$ cat config.mk
export PLATFORM = sky130hd
export DESIGN_NAME = spi_clock_divider_search
export DESIGN_NICKNAME = d
export VERILOG_FILES = /design/src/rtl/spicd_pkg.sv /design/src/rtl/spi_clock_divider_search.sv /design/src/rtl/spicd_div.sv
export SDC_FILE = /design/constraint.sdc
export NUM_CORES = 1
export LEC_CHECK = 0
export ABC_AREA = 1
export BUFFER_PORTS_ARGS = -buffer_cell sky130_fd_sc_hd__buf_2
export CORE_MARGIN = 2
export CORE_UTILIZATION = 28
export CTS_BUF_LIST = sky130_fd_sc_hd__clkbuf_2
export DETAILED_ROUTE_END_ITERATION = 12
export SLEW_MARGIN = 5
export SYNTH_ARGS = -nofsm -noshare
export SYNTH_HDL_FRONTEND = slang
export SYNTH_HIERARCHICAL = 1
export SYNTH_SLANG_ARGS = --single-unit
export TNS_END_PERCENT = 5
$ cat constraint.sdc
create_clock -name clk -period 9.44 [get_ports clk]
set_input_delay 1.888 -clock clk [delete_from_list [all_inputs] [get_ports clk]]
set_output_delay 1.888 -clock clk [all_outputs]
set_load 0.01 [all_outputs]
$ cat src/rtl/spicd_pkg.sv
`timescale 1ns / 1ps

package spicd_pkg;

  // Field widths of the request and the result
  localparam int BUS_W = 28;
  localparam int TGT_W = 32;
  localparam int PRE_W = 13;
  localparam int CNT_W = 6;

  // Divider chain limits
  localparam int PRESCALE_MAX_DEF = 8191;
  localparam int COUNT_MAX_DEF    = 63;

  localparam logic [BUS_W-1:0] BUS_RESET = BUS_W'(80000000);

endpackage

$ cat src/rtl/spi_clock_divider_search.sv
`timescale 1ns / 1ps
// Throughput: one request at a time; the next is taken once this one's result is loaded
// into the output register. One shared bit-serial divider serves every division.
// Reset (rst, synchronous) returns the engine to idle, drops out_valid and sets
// bus_hz to 80 MHz.
module spi_clock_divider_search #(
  parameter int PRESCALE_MAX = spicd_pkg::PRESCALE_MAX_DEF,
  parameter int COUNT_MAX    = spicd_pkg::COUNT_MAX_DEF
) (
  input  logic                        clk,
  input  logic                        rst,
  input  logic                        cfg_wr_en,
  input  logic [spicd_pkg::BUS_W-1:0] cfg_wr_data,
  input  logic                        in_valid,
  output logic                        in_stall,
  input  logic [spicd_pkg::TGT_W-1:0] target_hz,
  output logic                        out_valid,
  input  logic                        out_stall,
  output logic                        bypass,
  output logic [spicd_pkg::PRE_W-1:0] prescale,
  output logic [spicd_pkg::CNT_W-1:0] count_n,
  output logic [spicd_pkg::CNT_W-1:0] count_low,
  output logic [spicd_pkg::BUS_W-1:0] achieved_hz
);
  import spicd_pkg::*;

  localparam int PW  = $clog2(PRESCALE_MAX + 1);
  localparam int PW1 = $clog2(PRESCALE_MAX + 2);
  localparam int CW  = $clog2(COUNT_MAX + 1);
  localparam int CW1 = $clog2(COUNT_MAX + 2);
  localparam int DVW = CW1 + TGT_W;
  localparam logic [DVW-1:0] SLOW_DIV = DVW'((PRESCALE_MAX + 1) * (COUNT_MAX + 1));
  localparam logic [BUS_W:0] GUESS_HI = (BUS_W + 1)'(PRESCALE_MAX + 2);
  localparam logic [BUS_W:0] GUESS_OFS = (BUS_W + 1)'(2);

  typedef enum logic [3:0] {
    S_IDLE, S_SLOW_GO, S_SLOW_WAIT, S_EST_SET, S_EST_GO, S_EST_WAIT,
    S_CAND_SET, S_CAND_MUL, S_CAND_GO, S_CAND_WAIT, S_WRAP, S_FIN
  } state_t;

  state_t            state;
  logic [BUS_W-1:0]  bus_hz;
  logic [TGT_W-1:0]  tgt;
  logic [CW-1:0]     n;
  logic [1:0]        k;
  logic [BUS_W-1:0]  q_est;
  logic [PW-1:0]     pre;
  logic [DVW-1:0]    dvs;
  logic [PW-1:0]     best_pre;
  logic [CW-1:0]     best_n;
  logic [BUS_W-1:0]  best_hz;
  logic              r_byp;
  logic [PW-1:0]     r_pre;
  logic [CW-1:0]     r_n;
  logic [CW-1:0]     r_low;
  logic [BUS_W-1:0]  r_hz;

  logic              div_start;
  logic              div_done;
  logic [BUS_W-1:0]  div_q;
  logic [TGT_W-1:0]  div_q_x;
  logic [CW1-1:0]    n1;
  logic [CW1-1:0]    best_n1;
  logic [PW1-1:0]    pre1;
  logic [BUS_W:0]    guess;
  logic [PW-1:0]     pre_clamp;
  logic              hit;
  logic              better;

  assign in_stall  = rst || (state != S_IDLE);
  assign div_start = (state == S_SLOW_GO) || (state == S_EST_GO) || (state == S_CAND_GO);
  assign div_q_x   = TGT_W'(div_q);
  assign n1        = CW1'(n) + 1'b1;
  assign best_n1   = CW1'(best_n) + 1'b1;
  assign pre1      = PW1'(pre) + 1'b1;
  assign guess     = (BUS_W + 1)'(q_est) + (BUS_W + 1)'(k);
  assign hit       = (div_q_x == tgt);
  assign better    = (div_q_x < tgt) && (div_q > best_hz);

  // prescale guess is the quotient minus two plus k, clamped to the legal range
  always_comb begin
    if (guess <= GUESS_OFS) begin
      pre_clamp = '0;
    end else if (guess > GUESS_HI) begin
      pre_clamp = PW'(PRESCALE_MAX);
    end else begin
      pre_clamp = PW'(guess - GUESS_OFS);
    end
  end

  spicd_div #(.DVW(DVW)) u_div (
    .clk      (clk),
    .rst      (rst),
    .start    (div_start),
    .dividend (bus_hz),
    .divisor  (dvs),
    .done     (div_done),
    .quotient (div_q)
  );

  always_ff @(posedge clk) begin
    if (rst) begin
      bus_hz <= BUS_RESET;
    end else if (cfg_wr_en) begin
      bus_hz <= cfg_wr_data;
    end
  end

  always_ff @(posedge clk) begin
    if (rst) begin
      state     <= S_IDLE;
      out_valid <= 1'b0;
    end else begin
      if (out_valid && !out_stall && (state != S_FIN)) begin
        out_valid <= 1'b0;
      end
      unique case (state)
        S_IDLE: begin
          if (in_valid) begin
            tgt <= target_hz;
            if (target_hz >= TGT_W'(bus_hz)) begin
              r_byp <= 1'b1;
              r_pre <= '0;
              r_n   <= '0;
              r_low <= '0;
              r_hz  <= bus_hz;
              state <= S_FIN;
            end else begin
              dvs   <= SLOW_DIV;
              state <= S_SLOW_GO;
            end
          end
        end
        S_SLOW_GO: state <= S_SLOW_WAIT;
        S_SLOW_WAIT: begin
          if (div_done) begin
            if ((tgt < div_q_x) || (tgt == '0)) begin
              r_byp <= 1'b0;
              r_pre <= PW'(PRESCALE_MAX);
              r_n   <= CW'(COUNT_MAX);
              r_low <= '0;
              r_hz  <= div_q;
              state <= S_FIN;
            end else begin
              n        <= CW'(1);
              best_pre <= '0;
              best_n   <= '0;
              best_hz  <= '0;
              state    <= S_EST_SET;
            end
          end
        end
        S_EST_SET: begin
          // (bus / (n+1)) / target folds into one division by (n+1) * target
          dvs   <= DVW'(n1 * tgt);
          state <= S_EST_GO;
        end
        S_EST_GO: state <= S_EST_WAIT;
        S_EST_WAIT: begin
          if (div_done) begin
            q_est <= div_q;
            k     <= '0;
            state <= S_CAND_SET;
          end
        end
        S_CAND_SET: begin
          pre   <= pre_clamp;
          state <= S_CAND_MUL;
        end
        S_CAND_MUL: begin
          dvs   <= DVW'(pre1 * n1);
          state <= S_CAND_GO;
        end
        S_CAND_GO: state <= S_CAND_WAIT;
        S_CAND_WAIT: begin
          if (div_done) begin
            if (hit) begin
              best_pre <= pre;
              best_n   <= n;
              best_hz  <= div_q;
              state    <= S_WRAP;
            end else begin
              if (better) begin
                best_pre <= pre;
                best_n   <= n;
                best_hz  <= div_q;
              end
              if (k == 2'd3) begin
                if (n == CW'(COUNT_MAX)) begin
                  state <= S_WRAP;
                end else begin
                  n     <= n + 1'b1;
                  state <= S_EST_SET;
                end
              end else begin
                k     <= k + 1'b1;
                state <= S_CAND_SET;
              end
            end
          end
        end
        S_WRAP: begin
          // no candidate at or below the request leaves the undivided bus clock
          r_byp <= 1'b0;
          r_pre <= best_pre;
          r_n   <= best_n;
          r_low <= CW'(best_n1 >> 1);
          r_hz  <= (best_hz == '0) ? bus_hz : best_hz;
          state <= S_FIN;
        end
        S_FIN: begin
          // hold until the output register is free
          if (!out_valid || !out_stall) begin
            out_valid   <= 1'b1;
            bypass      <= r_byp;
            prescale    <= PRE_W'(r_pre);
            count_n     <= CNT_W'(r_n);
            count_low   <= CNT_W'(r_low);
            achieved_hz <= r_hz;
            state       <= S_IDLE;
          end
        end
        default: state <= S_IDLE;
      endcase
    end
  end

endmodule

$ cat src/rtl/spicd_div.sv
`timescale 1ns / 1ps

// Restoring divider, one quotient bit per cycle. Dividend is the bus clock.
module spicd_div #(
  parameter int DVW = 39
) (
  input  logic                       clk,
  input  logic                       rst,
  input  logic                       start,
  input  logic [spicd_pkg::BUS_W-1:0] dividend,
  input  logic [DVW-1:0]             divisor,
  output logic                       done,
  output logic [spicd_pkg::BUS_W-1:0] quotient
);
  import spicd_pkg::*;

  localparam int CW = $clog2(BUS_W);
  localparam logic [CW-1:0] LAST = CW'(BUS_W - 1);

  logic              busy;
  logic [CW-1:0]     cnt;
  logic [BUS_W-1:0]  dsh;
  logic [BUS_W-1:0]  rem;
  logic [DVW-1:0]    dvs;

  logic [BUS_W:0]    trial;
  logic [DVW-1:0]    trial_x;
  logic              ge;
  logic [BUS_W-1:0]  rem_next;

  assign trial   = {rem, dsh[BUS_W-1]};
  assign trial_x = DVW'(trial);
  assign ge      = (trial_x >= dvs);
  assign rem_next = ge ? BUS_W'(trial_x - dvs) : trial[BUS_W-1:0];
  assign quotient = dsh;

  always_ff @(posedge clk) begin
    if (rst) begin
      busy <= 1'b0;
      done <= 1'b0;
      cnt  <= '0;
    end else begin
      done <= 1'b0;
      if (start) begin
        busy <= 1'b1;
        cnt  <= '0;
        dsh  <= dividend;
        rem  <= '0;
        dvs  <= divisor;
      end else if (busy) begin
        // shift the next dividend bit into the remainder, the quotient bit in at the bottom
        dsh <= {dsh[BUS_W-2:0], ge};
        rem <= rem_next;
        cnt <= cnt + 1'b1;
        if (cnt == LAST) begin
          busy <= 1'b0;
          done <= 1'b1;
        end
      end
    end
  end

endmodule

# Word-level counts from Yosys, hierarchy flattened
# Cells that the tools add are included.
# totals
register_bits	410
ramBits	0
latchBits	0
output_inout_bits	56
inputBits	65
romBits	0
mem_count	0
# op_classes
n_bitwise	2
div	0
n_addsub	9
n_eq_ne	30
multipliers	2
n_lt_le_gt_ge	7
muxes	80
shifts	0
n_reduce_logical	33
# op_table
cell	n
$mux W28	14
$mux W13	10
$pmux W39 S3	1
$mux W6	17
$pmux W28 S3	1
$mux W39	2
$pmux W28 S2	1
$pmux W4 S12	1
$mux W4	10
$ge A29 B39 Y1	1
$mul A7 B32 Y39	1
$pmux W13 S3	1
$pmux W6 S3	2
$eq A28 B32 Y1	1
$ge A32 B28 Y1	1
$logic_not A32 Y1	1
$lt A28 B32 Y1	1
$lt A32 B28 Y1	1
$add A28 B2 Y29	1
$gt A29 B14 Y1 const B	1
$le A29 B2 Y1 const B	1
$gt A28 B28 Y1	1
$logic_not A28 Y1	1
$sub A28 B28 Y28	1
40 further kinds	90

# Depth between registers and ports, before layout
# logic_depth
word_depth	6
ltp_mapped	29

# Hierarchy
# Netlist, hierarchy kept.
# by_module_without_submodules
mod	seq_area_each_um2	area_each_um2	cells_each	instances
spi_clock_divider_search	8918.6	25383.1	2979	1
spicd_div	2992.9	6452.4	843	1

# Worst setup path before layout
# No wires, ideal clock.
# synth_timing
kind	input -> register
from	input port target_hz[15] (netlist name)
to	register r_byp, enable pin
setup_time_ns	0.599
arrival_ns	7.894
required_ns	8.841
path_slack_ns	0.947
path_buffers	0
path_stages	9
cell_sequence	ha_1 nand2_1 nor4_1 nand2_1 nand2_1 nand2_1 nand2_1 nor2_1 nor4_1
# synth_via
elab_chain_cells	3
# synth_lines
item	line	text
start, declared	spi_clock_divider_search.sv:16	input logic [spicd_pkg::TGT_W-1:0] target_hz,
$ge A32 B28 Y1	spi_clock_divider_search.sv:121	if (target_hz >= TGT_W'(bus_hz)) begin
$ne A2 B2 Y1 (no line)	n/a	
$reduce_and A6 Y1 (no line)	n/a	
end signal, assigned	spi_clock_divider_search.sv:122	r_byp <= 1'b1;
end signal, assigned	spi_clock_divider_search.sv:138	r_byp <= 1'b0;
end signal, assigned	spi_clock_divider_search.sv:204	r_byp <= 1'b0;
end, declared	spi_clock_divider_search.sv:52	logic r_byp;
# Every way passes these cells.
# A chain may end at the register's enable or synchronous reset.

==> results.md <==
- CTS tree: done
- Clock Path Buffers: 3
- Area leader, netlist: edfxtp_1
- Antenna violations before repair: 5
- Cell Rows: 123
- Antenna Violating Nets Remaining: 0
- Layout Nets: 4,491
- Critical path type: reg -> reg
- Register area share after synthesis: 37.4%
- Initial Util: 28.3%
- Die Area: 0.116 sq mm
- Clk Latency, worst-skew pair: 1280 ps
- Cts repair resizes: 0
- Clk sink count: 410
- WP depth: 23
- Clock skew: 151 ps
- P&R area growth vs syn: 10.9%
- CP max FO: 36
- Worst setup SP type: register
- Worst-path cell chain: inv_1 -> o31ai_1 -> nand2_1 -> buf_4 -> inv_1 -> nand2_1 -> fa_1 -> inv_1 -> ha_1 -> inv_1 -> fa_1 -> fa_1 -> inv_1 -> ha_1 -> nand2_1 -> o21ai_0 -> inv_1 -> o211ai_1 -> a21oi_1 -> inv_1 -> a21oi_1 -> o21ai_0 -> o21ai_0
- Avg Inst Size Synth: 8.33 sq um
- Synth area leaders: edfxtp_1 35%, fa_1 13%, nand2_1 10%
- Area post-placement: 0.0342 sq mm
- Clock-pin slew on the worst setup and hold paths: 140 ps
- DR WL/cell: 16.8 um
- Hold Buf Count CTS: 0
- Vias in the first global route: 25,200
- Tightest Hold Check Type: reg -> reg
- Die Wd: 341 um
- Gp weighted congestion: 0.905
- Top cells by count, synth: 850 x nand2_1, 701 x inv_1, 564 x nor2_1, 370 x edfxtp_1, 218 x ha_1
- DP Wirelength: 74,700 um
- Register-to-Register Path Depth: 23
- Ys async rst share: 0%
- Final instance area: 0.0353 sq mm
- Fill cell count: 12,100
- Worst vdd ir: 0.143 mV
- Core Footprint: 0.113 sq mm
- Buffers on Ports: 120
- Via count: 26,100
- Synth Warn #: 6
- Most common cell in the netlist: nand2_1
- Status: finished, final reports clean
- Slowest-stage cell, CP: o21ai_0
- Number of flops mapped to enable cells by yosys: 370
- Min cycle time layout: 6810 ps
- Post-Route WL: 94,200 um
- Netlist area before placement: 0.0318 sq mm
- #FFs+latches synth: 410
- Starting DRT DRC Count: 2,094
- WP data required: 10,330 ps
- Max incr delay on CP: 690 ps
- Post-synth top flop: edfxtp_1
- CP dominant cell by count: inv_1
- # setup viols final: 0
- Synth unique cells: 54
- GRT Total Usage: 16.1%
- Syn Inst Count: 3,822
- Clk root buf: clkbuf_2
- Max-cap violation count: 0
- Total grt overflow: 0
- Multi-input combinational cell area: 0.0169 sq mm
- CP endpoint kind: register
- Global-route wire length before repair: 146,000 um
- Leak: 16.7 nW
- Inserted Clock Buffers: 109
- RSZ-0062 raised after global routing: false
- I/O pin count: 121
- Setup bufs post-CTS: 0
- Layout cell share with drive strength beyond 1: 9.71%
- Max Slew Vio Count: 0
- CP delay by family, top: adder cells
- Synthesized net count: 4,315
- Least-Margin Pin Slew: 1250 ps
- DIE HEIGHT: 341 um
- Drt via density: 4.66
- Max Clk Rate: 0.147 GHz
- CTS H-tree depth: 3
- Hold Path Stages: 0
- Fin. Hold Viols: 0
- CP Buf/Inv Count: 8
- Final setup TNS: 0 ps
- Final routed DRC violation total: 0
- Top-area cell type share of the netlist area: 34.9%
- Reg area: 0.0119 sq mm
- Pre-antenna DRT Iters: 6
- PD cells: 205 mW/mm^2
- Max-Slew Margin vs Limit: 16.7%
- Period utilisation layout: 72.1%
- Largest net degree at the start of global routing: 61
- Worst path arrival time: 7700 ps
[flip-flops by register name, summed over array words and instances, names as in the netlist, 28 cells and up]
register	count
dvs	39
u_div/dvs	39
tgt	32
achieved_hz	28
best_hz	28
bus_hz	28
q_est	28
r_hz	28
u_div/quotient	28
u_div/rem	28
[cells in the final DEF, fill, tap and decap left out, drive strengths merged, types with 5 or more instances in the layout]
cell and n:
and2 5, and3 5, o21a 5, xnor2 15, fa 210, nand3b 24, o221ai 29, o211ai 9
or2 8, nand4 29, clkbuf 151, o21ai 142, o22ai 6, nand3 118, a21o 15, dfxtp 40
xor2 32, a21oi 195, nand2 868, inv 711, clkinv 50, edfxtp 370, nor3 35, nor2 592
buf 148, a31oi 8, o21bai 12, ha 218, nor4 13
[power by group]
part           total [W]  switching [W]  internal [W]
registers        0.00268       0.000218       0.00246
logic            0.00320        0.00220      0.000998
clock network    0.00137       0.000812      0.000560
total            0.00725        0.00323       0.00402
[worst register-to-register path, delay by kind of cell (launching register included)]
| kind | cells | cell delay, ps |
|---|---|---|
| AOI/OAI and AO/OA | 7 | 2030 |
| adders and majority gates | 5 | 2110 |
| buffers and inverters | 8 | 1500 |
| DFF | 1 | 580 |
| and+or+nand+nor | 3 | 310 |
[metrics by stage]
stage / total power, W / std cells / util [%] / hold slack (ps) / worst slack [ps]
final: 0.00725 / 5592 / 31.3 / 371 / 2630
after global routing: 0.00785 / 5591 / 31.3 / 375 / 2260
after CTS: 0.00731 / 5588 / 31.3 / 405 / 2740
after detailed placement: 0.00590 / 5387 / 30.4 / 405 / 2760
after global placement: 0.00587 / 5387 / 30.4 / 403 / 2740
after floorplan: 0.00488 / 3822 / - / 400 / 947
[final cells by class]
class | count | share of cell area (%)
diodes | 4 | 0.0284
clock buffers | 151 | 2.14
clock inverters | 50 | 0.950
inverters | 715 | 7.62
multi-input cells | 2614 | 47.9
flip-flops and latches | 410 | 33.7
well taps | 1500 | 5.32
repair buffers | 148 | 2.30
[path summary, 6_finish.rpt]
path	from	end	slack [ps]
max	n[0]	dvs[18]	2630
min	r_hz[22]	achieved_hz[22]	370
max reg2reg	n[0]	dvs[18]	2630
min reg2reg	r_hz[22]	achieved_hz[22]	370
[layer usage]
metal  up-vias  routed length (um)  share of wire (%)  GRT usage [%]
met5         -                  31              0.033              0
met4         6                2320                2.5           5.03
met3       145                6230                6.6           2.53
met2       849               41600                 44           24.7
met1     12400               44000                 47           23.2
li1      12600                   -                  -              -
[cell families after synthesis]
family                   synth area share, %
flip-flops                              37.4
AND/OR/NAND/NOR                         22.0
XOR/XNOR                                1.29
adder cells (fa/ha/maj)                 21.8
buffers and inverters                   9.66
AO/OA/AOI/OAI                           7.84
Note: power is estimated with default switching activity, not from simulation.
